$ cat src/rtl/tgc_pkg.sv
package tgc_pkg;

  localparam int CoordW = 10;
  localparam int TimeW  = 32;
  localparam int ClampW = CoordW + 2;
  localparam int DiffW  = CoordW + 1;

  localparam int InDataW  = 56;
  localparam int OutDataW = 56;
  localparam int CfgIdxW  = 3;
  localparam int CfgDataW = 16;

  localparam logic [DiffW-1:0] AxisMargin = DiffW'(8);
  localparam logic [TimeW-1:0] TapMinMs   = TimeW'(12);

  typedef enum logic [2:0] {
    EV_NONE  = 3'd0,
    EV_CLICK = 3'd1,
    EV_LONG  = 3'd2,
    EV_LEFT  = 3'd3,
    EV_RIGHT = 3'd4
  } event_t;

  typedef enum logic [CfgIdxW-1:0] {
    REG_ENABLE    = 3'd0,
    REG_ROTATION  = 3'd1,
    REG_SWIPE_MIN = 3'd2,
    REG_TAP_MOVE  = 3'd3,
    REG_LONG_MS   = 3'd4
  } reg_idx_t;

  typedef enum logic [1:0] {
    ROT_0   = 2'd0,
    ROT_90  = 2'd1,
    ROT_180 = 2'd2,
    ROT_270 = 2'd3
  } rot_t;

  localparam logic signed [1:0] DirNeg  = 2'sb11;
  localparam logic signed [1:0] DirPos  = 2'sb01;
  localparam logic signed [1:0] DirNone = 2'sb00;

  typedef struct packed {
    logic [2:0]        touch_pad;
    logic [TimeW-1:0]  now_ms;
    logic [CoordW-1:0] raw_y;
    logic [CoordW-1:0] raw_x;
    logic              touch_present;
  } in_item_t;

  typedef struct packed {
    logic [4:0]         pad;
    logic               swiping;
    logic [CoordW-1:0]  live_y;
    logic [CoordW-1:0]  live_x;
    logic               live;
    logic signed [1:0]  swipe_dy;
    logic signed [1:0]  swipe_dx;
    logic               swipe_valid;
    logic [CoordW-1:0]  tap_y;
    logic [CoordW-1:0]  tap_x;
    logic               tap_valid;
    event_t             button_event;
  } result_t;

endpackage

$ cat src/rtl/touch_gesture_classifier_top.sv
// the result of each accepted poll is registered in the output register
// throughput: one poll per cycle while the output register is empty or its result is taken
// all gesture state updates at input acceptance, so back-to-back polls see it
// reset: rst_n synchronous active low; registers to defaults, gesture state
// cleared, output register empty
module touch_gesture_classifier_top
  import tgc_pkg::*;
#(
  parameter int SCREEN_W = 270,
  parameter int SCREEN_H = 584
) (
  input  logic                clk,
  input  logic                rst_n,
  input  logic                in_tvalid,
  output logic                in_tready,
  // touch_present, raw_x, raw_y, now_ms, zero pad
  input  logic [InDataW-1:0]  in_tdata,
  output logic                out_tvalid,
  input  logic                out_tready,
  // button_event, tap_valid, tap_x, tap_y, swipe_valid, swipe_dx, swipe_dy,
  // live, live_x, live_y, swiping, zero pad
  output logic [OutDataW-1:0] out_tdata,
  input  logic                cfg_valid,
  output logic                cfg_ready,
  input  logic [CfgIdxW-1:0]  cfg_index,
  input  logic [CfgDataW-1:0] cfg_data
);

  localparam logic signed [ClampW-1:0] XMax = ClampW'(SCREEN_W - 1);
  localparam logic signed [ClampW-1:0] YMax = ClampW'(SCREEN_H - 1);

  logic              enable_r;
  logic [1:0]        rotation_r;
  logic [CoordW-1:0] swipe_min_r;
  logic [CoordW-1:0] tap_move_r;
  logic [15:0]       long_ms_r;

  logic              finger_down_r, finger_down_nxt;
  logic [TimeW-1:0]  press_time_r, press_time_nxt;
  logic [CoordW-1:0] start_x_r, start_x_nxt, start_y_r, start_y_nxt;
  logic [CoordW-1:0] last_x_r, last_x_nxt, last_y_r, last_y_nxt;
  logic              swipe_active_r, swipe_active_nxt;
  logic              live_flag_r, live_flag_nxt;

  logic              out_valid_r;
  result_t           out_data_r;
  result_t           res;
  in_item_t          item;
  logic              in_fire;

  logic signed [ClampW-1:0] sx_raw, sy_raw;
  logic [CoordW-1:0]  sx, sy, st_x_eff, st_y_eff;
  logic [DiffW-1:0]   mdx, mdy, rdx, rdy;
  logic [TimeW-1:0]   dur;
  logic [TimeW-1:0]   long_ms_ext;
  logic               sw_eff;

  function automatic logic [CoordW-1:0] clamp_c(input logic signed [ClampW-1:0] v,
                                                input logic signed [ClampW-1:0] hi);
    logic [CoordW-1:0] r;
    if (v < 0) begin
      r = '0;
    end else if (v > hi) begin
      r = hi[CoordW-1:0];
    end else begin
      r = v[CoordW-1:0];
    end
    return r;
  endfunction

  function automatic logic [DiffW-1:0] adiff(input logic [CoordW-1:0] a,
                                             input logic [CoordW-1:0] b);
    return (a >= b) ? DiffW'(a - b) : DiffW'(b - a);
  endfunction

  assign item      = in_item_t'(in_tdata);
  assign in_tready = !out_valid_r || out_tready;
  assign in_fire   = in_tvalid && in_tready;
  assign cfg_ready = 1'b1;
  assign out_tvalid = out_valid_r;
  assign out_tdata  = OutDataW'(out_data_r);
  assign long_ms_ext = TimeW'(long_ms_r);

  // rotation and clamp
  always_comb begin
    unique case (rot_t'(rotation_r))
      ROT_90: begin
        sx_raw = YMax - $signed({2'b00, item.raw_y});
        sy_raw = $signed({2'b00, item.raw_x});
      end
      ROT_270: begin
        sx_raw = $signed({2'b00, item.raw_y});
        sy_raw = XMax - $signed({2'b00, item.raw_x});
      end
      default: begin
        sx_raw = $signed({2'b00, item.raw_x});
        sy_raw = $signed({2'b00, item.raw_y});
      end
    endcase
    sx = clamp_c(sx_raw, XMax);
    sy = clamp_c(sy_raw, YMax);
  end

  always_comb begin
    st_x_eff = finger_down_r ? start_x_r : sx;
    st_y_eff = finger_down_r ? start_y_r : sy;
    sw_eff   = finger_down_r && swipe_active_r;
    mdx      = adiff(sx, st_x_eff);
    mdy      = adiff(sy, st_y_eff);
    rdx      = adiff(last_x_r, start_x_r);
    rdy      = adiff(last_y_r, start_y_r);
    dur      = item.now_ms - press_time_r;
  end

  always_comb begin
    finger_down_nxt  = finger_down_r;
    press_time_nxt   = press_time_r;
    start_x_nxt      = start_x_r;
    start_y_nxt      = start_y_r;
    last_x_nxt       = last_x_r;
    last_y_nxt       = last_y_r;
    swipe_active_nxt = swipe_active_r;
    live_flag_nxt    = live_flag_r;
    res              = '0;
    res.button_event = EV_NONE;
    res.swipe_dx     = DirNone;
    res.swipe_dy     = DirNone;
    if (!enable_r) begin
      res.live    = live_flag_r;
      res.live_x  = live_flag_r ? last_x_r : '0;
      res.live_y  = live_flag_r ? last_y_r : '0;
      res.swiping = swipe_active_r;
    end else if (item.touch_present) begin
      live_flag_nxt = 1'b1;
      if (!finger_down_r) begin
        finger_down_nxt = 1'b1;
        press_time_nxt  = item.now_ms;
        start_x_nxt     = sx;
        start_y_nxt     = sy;
      end
      last_x_nxt = sx;
      last_y_nxt = sy;
      swipe_active_nxt = sw_eff ||
        ((mdx >= DiffW'(swipe_min_r)) && (mdx > mdy));
      res.live    = 1'b1;
      res.live_x  = sx;
      res.live_y  = sy;
      res.swiping = swipe_active_nxt;
    end else if (finger_down_r) begin
      finger_down_nxt  = 1'b0;
      live_flag_nxt    = 1'b0;
      swipe_active_nxt = 1'b0;
      if (rdx >= DiffW'(swipe_min_r) && rdx > rdy + AxisMargin) begin
        res.swipe_valid = 1'b1;
        if (last_x_r < start_x_r) begin
          res.swipe_dx     = DirNeg;
          res.button_event = EV_LEFT;
        end else begin
          res.swipe_dx     = DirPos;
          res.button_event = EV_RIGHT;
        end
      end else if (rdy >= DiffW'(swipe_min_r) && rdy > rdx + AxisMargin) begin
        res.swipe_valid = 1'b1;
        res.swipe_dy    = (last_y_r < start_y_r) ? DirNeg : DirPos;
      end else if (dur >= TapMinMs && dur < long_ms_ext &&
                   rdx <= DiffW'(tap_move_r) && rdy <= DiffW'(tap_move_r)) begin
        res.tap_valid    = 1'b1;
        res.tap_x        = last_x_r;
        res.tap_y        = last_y_r;
        res.button_event = EV_CLICK;
      end else if (dur >= long_ms_ext) begin
        res.button_event = EV_LONG;
      end
    end else begin
      live_flag_nxt = 1'b0;
      res.swiping   = swipe_active_r;
    end
  end

  always_ff @(posedge clk) begin
    if (!rst_n) begin
      enable_r    <= 1'b0;
      rotation_r  <= 2'd0;
      swipe_min_r <= CoordW'(60);
      tap_move_r  <= CoordW'(24);
      long_ms_r   <= 16'd1000;
    end else if (cfg_valid && cfg_ready) begin
      unique case (reg_idx_t'(cfg_index))
        REG_ENABLE:    enable_r    <= cfg_data[0];
        REG_ROTATION:  rotation_r  <= cfg_data[1:0];
        REG_SWIPE_MIN: swipe_min_r <= cfg_data[CoordW-1:0];
        REG_TAP_MOVE:  tap_move_r  <= cfg_data[CoordW-1:0];
        REG_LONG_MS:   long_ms_r   <= cfg_data;
        default: ;
      endcase
    end
  end

  always_ff @(posedge clk) begin
    if (!rst_n) begin
      finger_down_r  <= 1'b0;
      press_time_r   <= '0;
      start_x_r      <= '0;
      start_y_r      <= '0;
      last_x_r       <= '0;
      last_y_r       <= '0;
      swipe_active_r <= 1'b0;
      live_flag_r    <= 1'b0;
    end else if (in_fire) begin
      finger_down_r  <= finger_down_nxt;
      press_time_r   <= press_time_nxt;
      start_x_r      <= start_x_nxt;
      start_y_r      <= start_y_nxt;
      last_x_r       <= last_x_nxt;
      last_y_r       <= last_y_nxt;
      swipe_active_r <= swipe_active_nxt;
      live_flag_r    <= live_flag_nxt;
    end
  end

  always_ff @(posedge clk) begin
    if (!rst_n) begin
      out_valid_r <= 1'b0;
    end else if (in_tready) begin
      out_valid_r <= in_tvalid;
    end
  end

  always_ff @(posedge clk) begin
    if (in_fire) begin
      out_data_r <= res;
    end
  end

endmodule

$ cat config.mk
export PLATFORM = sky130hd
export DESIGN_NAME = touch_gesture_classifier_top
export DESIGN_NICKNAME = d
export VERILOG_FILES = /design/src/rtl/tgc_pkg.sv /design/src/rtl/touch_gesture_classifier_top.sv
export SDC_FILE = /design/constraint.sdc
export NUM_CORES = 1
export LEC_CHECK = 0
export BUFFER_PORTS_ARGS = -buffer_cell sky130_fd_sc_hd__buf_2
export CELL_PAD_IN_SITES_DETAIL_PLACEMENT = 1
export CELL_PAD_IN_SITES_GLOBAL_PLACEMENT = 2
export CORE_MARGIN = 2
export CORE_UTILIZATION = 37
export DETAILED_ROUTE_END_ITERATION = 8
export PLACE_DENSITY_LB_ADDON = 0.1
export SETUP_SLACK_MARGIN = 0.5
export SLEW_MARGIN = 0
export SYNTH_ARGS = -nofsm -noshare
export SYNTH_HDL_FRONTEND = slang
export SYNTH_SLANG_ARGS = --single-unit
$ cat constraint.sdc
create_clock -name clk -period 7.9 [get_ports clk]
set_input_delay 0.79 -clock clk [delete_from_list [all_inputs] [get_ports clk]]
set_output_delay 0.79 -clock clk [all_outputs]
set_load 0.1 [all_outputs]
Word-level counts from Yosys, hierarchy flattened
Cells that the tools add are included.
- add/sub/neg operators: 13
- multiply operators: 0
- divide/modulo/power cells: 0
- $lt $le $gt $ge: 21
- equality and inequality tests: 6
- shifts and indexed selects: 0
- muxes and demuxes: 29
- bitwise gates (word level): 5
- reduce and logical (&&, ||, !) cells: 25
- operator list (cell ; number):
    10-bit by 10-bit subtractor with 11-bit output ; 8
    10-bit 2-to-1 mux ; 8
    12-bit one-hot mux with 2 select lines ; 2
    11-bit 2-to-1 mux ; 4
    10-bit >= comparator ; 4
    11-bit by 10-bit >= comparator with 1-bit output ; 3
    11-bit > comparator ; 3
    32-bit by 16-bit >= comparator with 1-bit output ; 1
    32-bit by 4-bit >= comparator with 1-bit output (second input constant) ; 1
    32-bit by 16-bit < comparator with 1-bit output ; 1
    32-bit subtractor ; 1
    12-bit by 1-bit < comparator with 1-bit output (second input constant) ; 2
    11-bit by 4-bit adder with 11-bit output (second input constant) ; 2
    11-bit by 10-bit <= comparator with 1-bit output ; 2
    22-bit 2-to-1 mux ; 1
    21-bit 2-to-1 mux ; 1
    10-bit < comparator ; 2
    12-bit by 10-bit > comparator with 1-bit output (second input constant) ; 1
    12-bit by 11-bit > comparator with 1-bit output (second input constant) ; 1
    3-bit 2-to-1 mux ; 4
    2-bit AND reduction ; 6
    10-bit by 10-bit subtractor with 11-bit output (first input constant) ; 1
    9-bit by 10-bit subtractor with 11-bit output (first input constant) ; 1
    5-bit OR reduction ; 2
    17 further kinds ; 37
- bits in registers: 165
- latch bits: 0
- bits in writable memories: 0
- memory bits (read-only): 0
- output and inout port bits: 59
- memories: 0

Longest topological paths before layout
Gate-level depths: netlist (run 1).
- word-level depth: 13
- mapped depth: 35

Least setup slack after synthesis (run 1)
Ideal clock, no wire load.
- kind: input -> register
- from: input port in_tdata[14]
- to: register out_data_r, in the netlist out_tdata[50], data pin
- setup time: 0.262 ns
- arrival time: 6.548 ns
- required time: 7.638 ns
- slack: 1.090 ns
- cell stages on the path: 33
- cell sequence: inv_1 -> ha_1 -> nand2b_1 -> a2111oi_0 -> xnor2_1 -> a311oi_1 -> o21ai_0 -> nand2b_1 -> nor2_1 -> a21boi_0 -> inv_1 -> ha_1 -> nor2b_1 -> o21a_1 -> o21ai_0 -> a21o_1 -> a21o_1 -> nand2_1 -> o41ai_1 -> nor2_1 -> xor2_1 -> ha_1 -> a21o_1 -> a21o_1 -> a21oi_1 -> nor2b_1 -> o21ai_0 -> nand2_1 -> a21o_1 -> a21oi_1 -> a31oi_1 -> o21ai_0 -> o21ai_0
- RTL lines (item ; line ; text):
    start, declared ; touch_gesture_classifier_top.sv:17 ; input logic [InDataW-1:0] in_tdata,
    end signal, assigned ; touch_gesture_classifier_top.sv:231 ; out_data_r <= res;
    end, declared ; touch_gesture_classifier_top.sv:46 ; result_t out_data_r;

==> results of run 1 <==
## cells by family after synthesis
group           synth area share
buf+inv                   0.0680
flops                      0.251
mux                       0.0210
other cells             0.000495
fa+ha+maj                  0.187
simple gates               0.190
xor+xnor                  0.0439
compound gates             0.239
## report_power, final
part / internal [mW] / switching [mW] / total (mW) / leakage [nW]
registers: 0.890 / 0.00771 / 0.898 / 1.44
clock network: 0.433 / 0.451 / 0.883 / 0.299
logic: 0.319 / 0.542 / 0.861 / 5.68
total: 1.64 / 1.00 / 2.64 / 7.42
## metal layers
| layer | vias to the layer above | routed length (um) | track usage |
|---|---|---|---|
| li1 | 6874 | - | - |
| met1 | 6702 | 24000 | 0.320 |
| met2 | 198 | 24100 | 0.409 |
| met3 | 31 | 1300 | 0.0276 |
| met4 | 0 | 712 | 0.0589 |
| met5 | - | 0 | 0 |
## layout make-up
cell class	count	area, um2	area share
Clock inverter	15	186	0.0109
Tap cell	532	666	0.0388
Sequential cell	165	3810	0.223
Timing Repair Buffer	168	938	0.0547
Multi-Input combinational cell	1476	10400	0.606
Inverter	191	717	0.0418
Clock buffer	17	425	0.0248
## cells in the mapped netlist (19+ instances only)
cell / instances / area share
nand3_1: 30 / 0.0099
a211oi_1: 19 / 0.0094
a21boi_0: 81 / 0.040
ha_1: 212 / 0.17
o21ai_0: 101 / 0.033
nor2b_1: 26 / 0.011
edfxtp_1: 51 / 0.10
a21o_1: 59 / 0.029
nor2_1: 104 / 0.026
a21oi_1: 107 / 0.035
inv_1: 191 / 0.047
clkbuf_1: 60 / 0.015
nand2b_1: 24 / 0.0099
o21a_1: 26 / 0.013
xor2_1: 25 / 0.014
nand2_1: 271 / 0.067
xnor2_1: 51 / 0.029
and3_1: 23 / 0.0095
o211ai_1: 23 / 0.011
and2_1: 46 / 0.019
mux2i_1: 19 / 0.013
dfxtp_1: 114 / 0.15
## stage by stage
stage,cells,instance area (um2),utilization
floorplan,1908,15200,-
global placement,2529,16500,0.405
CTS,2561,17100,0.420
detailed placement,2529,16500,0.405
finish,2564,17100,0.422
global route,2564,17100,0.422
## registers in the layout, summed over array words and instances, names as in the netlist
register / cells
rotation_r: 2
out_tdata: 51
tap_move_r: 10
enable_r: 1
live_flag_r: 1
last_y_r: 10
press_time_r: 32
start_y_r: 10
long_ms_r: 16
out_tvalid: 1
swipe_min_r: 10
swipe_active_r: 1
start_x_r: 10
last_x_r: 10
## worst min path at each step
stage / startpoint / end / slack, ps
detailed placement: press_time_r[19]$_SDFFE_PN0P_ / press_time_r[19]$_SDFFE_PN0P_ / 460
finish: press_time_r[19]$_SDFFE_PN0P_ / press_time_r[19]$_SDFFE_PN0P_ / 460
global route: press_time_r[10]$_SDFFE_PN0P_ / press_time_r[10]$_SDFFE_PN0P_ / 490
floorplan: swipe_min_r[6]$_SDFFE_PN0P_ / swipe_min_r[6]$_SDFFE_PN0P_ / 440
CTS: press_time_r[19]$_SDFFE_PN0P_ / press_time_r[19]$_SDFFE_PN0P_ / 470
global placement: press_time_r[19]$_SDFFE_PN0P_ / press_time_r[19]$_SDFFE_PN0P_ / 450
## worst reg2reg max path, delay by kind of cell (launching register included)
kind / cells / cell delay (ps)
xor gates and xnor gates: 2 / 420
DFF: 1 / 490
AOI/OAI and AO/OA: 17 / 3230
buffers and inverters: 2 / 410
and+or+nand+nor: 9 / 1470
adders and majority gates: 2 / 690
## timing repair
item                                    4_1_cts  5_1_grt
gates resized for setup                       0       13
hold endpoints to repair                      0        0
buffers inserted                              0        3
endpoints found under the setup margin        0        2
==> flow_metrics.py, run 1 <==
metrics = {
    "status": {
        "run_status": "complete, no violations",
    },
    "finish": {
        "antenna_cells_inserted": 0,
        "area_growth_pct": 13.0,
        "fillers": 4983,
        "drive_gt1_frac": 0.120,
        "final_common_cell": "nand2_1",
        "final_cell_mix": "270 x nand2_1, 212 x ha_1, 191 x inv_1",
        "nNetsFinal": 2320,
    },
    "die": {
        "die_w_um": 206,
        "die_h_um": 206,
        "start_util": 0.373,
        "pin_count": 139,
        "die_area_um2": 42600,
        "rows": 74,
        "core-area_um2": 40600,
    },
    "setup_path": {
        "critPathBufInv": 4,
        "reg2reg_from": "rotation_r[1]$_SDFFE_PN0P_",
        "start_kind": "input port",
        "rr_worst_depth": 32,
        "max_stage_delay_ps": 510,
        "cpMaxStageDelayCell": "a2111oi_1",
        "worstSetupEndpoint": "out_tdata[50]$_DFFE_PP_",
        "path_common_cell": "a21oi_1",
        "cp.arrival_ps": 7260,
        "worst-path-stages": 35,
        "cp.required_ps": 8100,
        "endpoint_kind": "flop",
        "worstSetupStartpoint": "in_tdata[14]",
        "rr_endpoint": "out_tdata[50]$_DFFE_PP_",
        "cp_max_fo": 5,
        "r2r_slack_ps": 940,
        "crit_family": "compound AO/OA/AOI/OAI gates",
        "critPathKind": "in2reg",
    },
    "timing": {
        "slew_violations": 0,
        "finalHoldViolations": 0,
        "tightest_slew_ps": 1000,
        "clock.fmax_mhz": 142,
        "maxSlewHeadroom": 0.331,
        "holdWs_ps": 464,
        "finalSetupTns_ps": 0,
        "finalCritPeriodShare": 0.894,
        "setup_viol": 0,
        "setup_slack_ps": 839,
        "rsz0062_at_grt": "no",
        "fin_worst_skew_ps": 14.7,
        "fin_crit_ps": 7060,
    },
    "place": {
        "port_buffers": 129,
        "place_ws_ps": 52.6,
        "routabilityCongestion": 0.854,
        "dp_hpwl_um": 39900,
    },
    "power_and_ir_drop": {
        "leakage_nw": 7.42,
        "finalPower_mw": 2.64,
        "cellPowerDensity_nw_per_um2": 154,
        "vdd.ir_drop.worst_mv": 0.164,
    },
    "synthesis": {
        "syn_inst": 1902,
        "async_reset_ff_frac": 0,
        "yosysSeqAreaShare": 0.251,
        "synth_area_um2": 15200,
        "yosysWarnings": 0,
        "synth_ff_type": "dfxtp_1",
        "synth_cell_type_count": 81,
        "synth_area_per_cell_um2": 7.97,
        "synth_edf_count": 51,
        "ys_ff_latch": 165,
    },
    "detailed_routing": {
        "wirelength_um": 50100,
        "viasPerCell": 5.38,
        "firstDrtPassIters": 4,
        "drc": 0,
        "drtAntennaViolNets": 0,
        "wl_per_cell_um": 19.5,
        "via_count": 13800,
        "drt-initial-drc-count": 574,
    },
    "clock_tree": {
        "clock-sinks": 165,
        "cts_inserted_buffers": 17,
        "clockBufferDepth": 2,
        "htree_levels": 4,
        "clkLatencyLatePin_ps": 480,
        "root_buffer": "clkbuf_16",
        "cts_tree": "yes",
        "clkTransAtPathRegs_ps": 80,
        "postCtsHoldBufs": 0,
    },
    "min_path": {
        "holdPathStages": 2,
        "hold_class": "reg2reg",
    },
    "global_route": {
        "grt_pass1_vias": 13900,
        "overflow": 0,
        "grt.total_usage": 0.239,
        "antenna_found_initial": 0,
        "grt_max_degree": 90,
        "grt_pass1_wl_um": 78700,
    },
    "run": {
        "maxCapViolations": 0,
    },
}
No activity file was read; power rests on OpenSTA's default activity.
==> run 2, diff against run 1 <==
--- a/config.mk
+++ b/config.mk
@@ -6,12 +6,10 @@
 export NUM_CORES = 1
 export LEC_CHECK = 0
 export BUFFER_PORTS_ARGS = -buffer_cell sky130_fd_sc_hd__buf_2
-export CELL_PAD_IN_SITES_DETAIL_PLACEMENT = 1
-export CELL_PAD_IN_SITES_GLOBAL_PLACEMENT = 2
 export CORE_MARGIN = 2
-export CORE_UTILIZATION = 37
+export CORE_UTILIZATION = 61
 export DETAILED_ROUTE_END_ITERATION = 8
-export PLACE_DENSITY_LB_ADDON = 0.1
+export PLACE_DENSITY = 0.82
 export SETUP_SLACK_MARGIN = 0.5
 export SLEW_MARGIN = 0
 export SYNTH_ARGS = -nofsm -noshare
==> flow_metrics.py, run 2 (synthesis gave the netlist of run 1 again) <==
metrics = {
    "timing": {
        "clock.fmax_mhz": 141,
        "setup_viol": 0,
        "fin_crit_ps": 7090,
        "finalHoldViolations": 0,
        "slew_violations": 0,
        "rsz0062_at_grt": "no",
        "tightest_slew_ps": 1210,
        "maxSlewHeadroom": 0.194,
        "finalSetupTns_ps": 0,
        "finalCritPeriodShare": 0.897,
        "fin_worst_skew_ps": 19.7,
        "setup_slack_ps": 811,
    },
    "setup_path": {
        "worstSetupStartpoint": "in_tdata[8]",
        "rr_worst_depth": 30,
        "cp.arrival_ps": 7240,
        "max_stage_delay_ps": 550,
        "start_kind": "input port",
        "endpoint_kind": "flop",
        "reg2reg_from": "rotation_r[1]$_SDFFE_PN0P_",
        "cpMaxStageDelayCell": "or4_4",
        "cp_max_fo": 14,
        "critPathKind": "in2reg",
        "worstSetupEndpoint": "out_tdata[50]$_DFFE_PP_",
        "cp.required_ps": 8050,
        "rr_endpoint": "out_tdata[50]$_DFFE_PP_",
        "r2r_slack_ps": 1010,
    },
    "place": {
        "dp_hpwl_um": 31700,
        "place_inst": 2302,
        "place_ws_ps": 104,
        "routabilityCongestion": 0.965,
        "port_buffers": 129,
        "place_area_um2": 16100,
    },
    "power_and_ir_drop": {
        "vdd.ir_drop.worst_mv": 0.114,
        "leakage_nw": 7.30,
        "cellPowerDensity_nw_per_um2": 152,
    },
    "die": {
        "pin_count": 139,
        "die_w_um": 162,
        "rows": 57,
        "die_area_um2": 26100,
        "core-area_um2": 24400,
        "start_util": 0.622,
        "die_h_um": 162,
    },
    "clock_tree": {
        "clkLatencyLatePin_ps": 440,
        "cts_setup_buffers": 0,
        "clockBufferDepth": 2,
        "postCtsHoldBufs": 0,
        "clock-sinks": 165,
        "cts_inserted_buffers": 17,
        "cts_tree": "yes",
        "clkTransAtPathRegs_ps": 70,
        "htree_levels": 4,
        "root_buffer": "clkbuf_16",
    },
    "min_path": {
        "hold_class": "reg2reg",
        "holdPathStages": 2,
    },
    "global_route": {
        "antenna_found_initial": 0,
        "grt_pass1_vias": 13200,
        "grt_max_degree": 116,
        "grt_pass1_wl_um": 66000,
        "overflow": 0,
        "grt.total_usage": 0.313,
    },
    "detailed_routing": {
        "drc": 0,
        "drtAntennaViolNets": 0,
        "viasPerCell": 5.98,
        "wirelength_um": 40800,
        "drt-initial-drc-count": 1168,
        "firstDrtPassIters": 5,
        "wl_per_cell_um": 17.5,
        "via_count": 14000,
    },
    "finish": {
        "final_cell_mix": "270 x nand2_1, 212 x ha_1, 191 x inv_1",
        "fin_util": 0.684,
        "antenna_cells_inserted": 0,
        "final_common_cell": "nand2_1",
        "final_cells": 2334,
        "largest_reg_flops": 51,
        "fin_area_um2": 16700,
        "area_growth_pct": 10.0,
        "nNetsFinal": 2298,
        "drive_gt1_frac": 0.110,
    },
    "status": {
        "run_status": "complete, no violations",
    },
    "run": {
        "maxCapViolations": 0,
    },
}
==> run 2: cell type report <==
cell class,instances,area (um2)
tap,324,405
clock inverter,15,153
inverter,191,717
fill,2050,7700
sequential,165,3820
clock buffer,17,425
multi-input combinational,1476,10400
timing repair buffer,146,773
==> run 2: how the worst min path moves through the flow <==
stage / start / endpoint
6_report: tap_move_r[7]$_SDFFE_PN0P_ / tap_move_r[7]$_SDFFE_PN0P_
3_5_place_dp: press_time_r[12]$_SDFFE_PN0P_ / press_time_r[12]$_SDFFE_PN0P_
4_1_cts: press_time_r[12]$_SDFFE_PN0P_ / press_time_r[12]$_SDFFE_PN0P_
5_1_grt: press_time_r[11]$_SDFFE_PN0P_ / press_time_r[11]$_SDFFE_PN0P_
3_3_place_gp: press_time_r[20]$_SDFFE_PN0P_ / press_time_r[20]$_SDFFE_PN0P_
2_1_floorplan: swipe_min_r[6]$_SDFFE_PN0P_ / swipe_min_r[6]$_SDFFE_PN0P_
==> run 2: metal layers <==
layer / vias up / GRT usage / share of wire
li1: 6837 / - / -
met1: 6516 / 0.425 / 0.44
met2: 532 / 0.511 / 0.45
met3: 78 / 0.0439 / 0.079
met4: 0 / 0.118 / 0.032
met5: - / 0 / 0
==> run 2: worst max-delay path, delay by kind of cell <==
kind                       cells  cell delay, ps
and+or+nand+nor                8            1550
xor gates and xnor gates       2             340
muxes                          2             580
adders and majority gates      2             520
buffers and inverters          3             410
AOI/OAI and AO/OA             15            3040
==> run 2: repair_timing <==
action | 4_1_cts | 5_1_grt
resized for setup | 1 | 12
setup endpoints to repair | 1 | 2
pin swaps | 0 | 0
==> run 2: power by group <==
part	switching [mW]	leakage, nW	total [mW]	internal [mW]
logic	0.522	5.58	0.824	0.302
clock network	0.400	0.280	0.822	0.422
registers	0.00782	1.44	0.898	0.890
==> run 2: per-stage QoR <==
step	power, mW	hold WS (ps)
floorplan	1.52	443
detailed placement	1.72	460
global placement	1.70	452
global route	2.66	488
CTS	2.53	470
finish	2.54	468
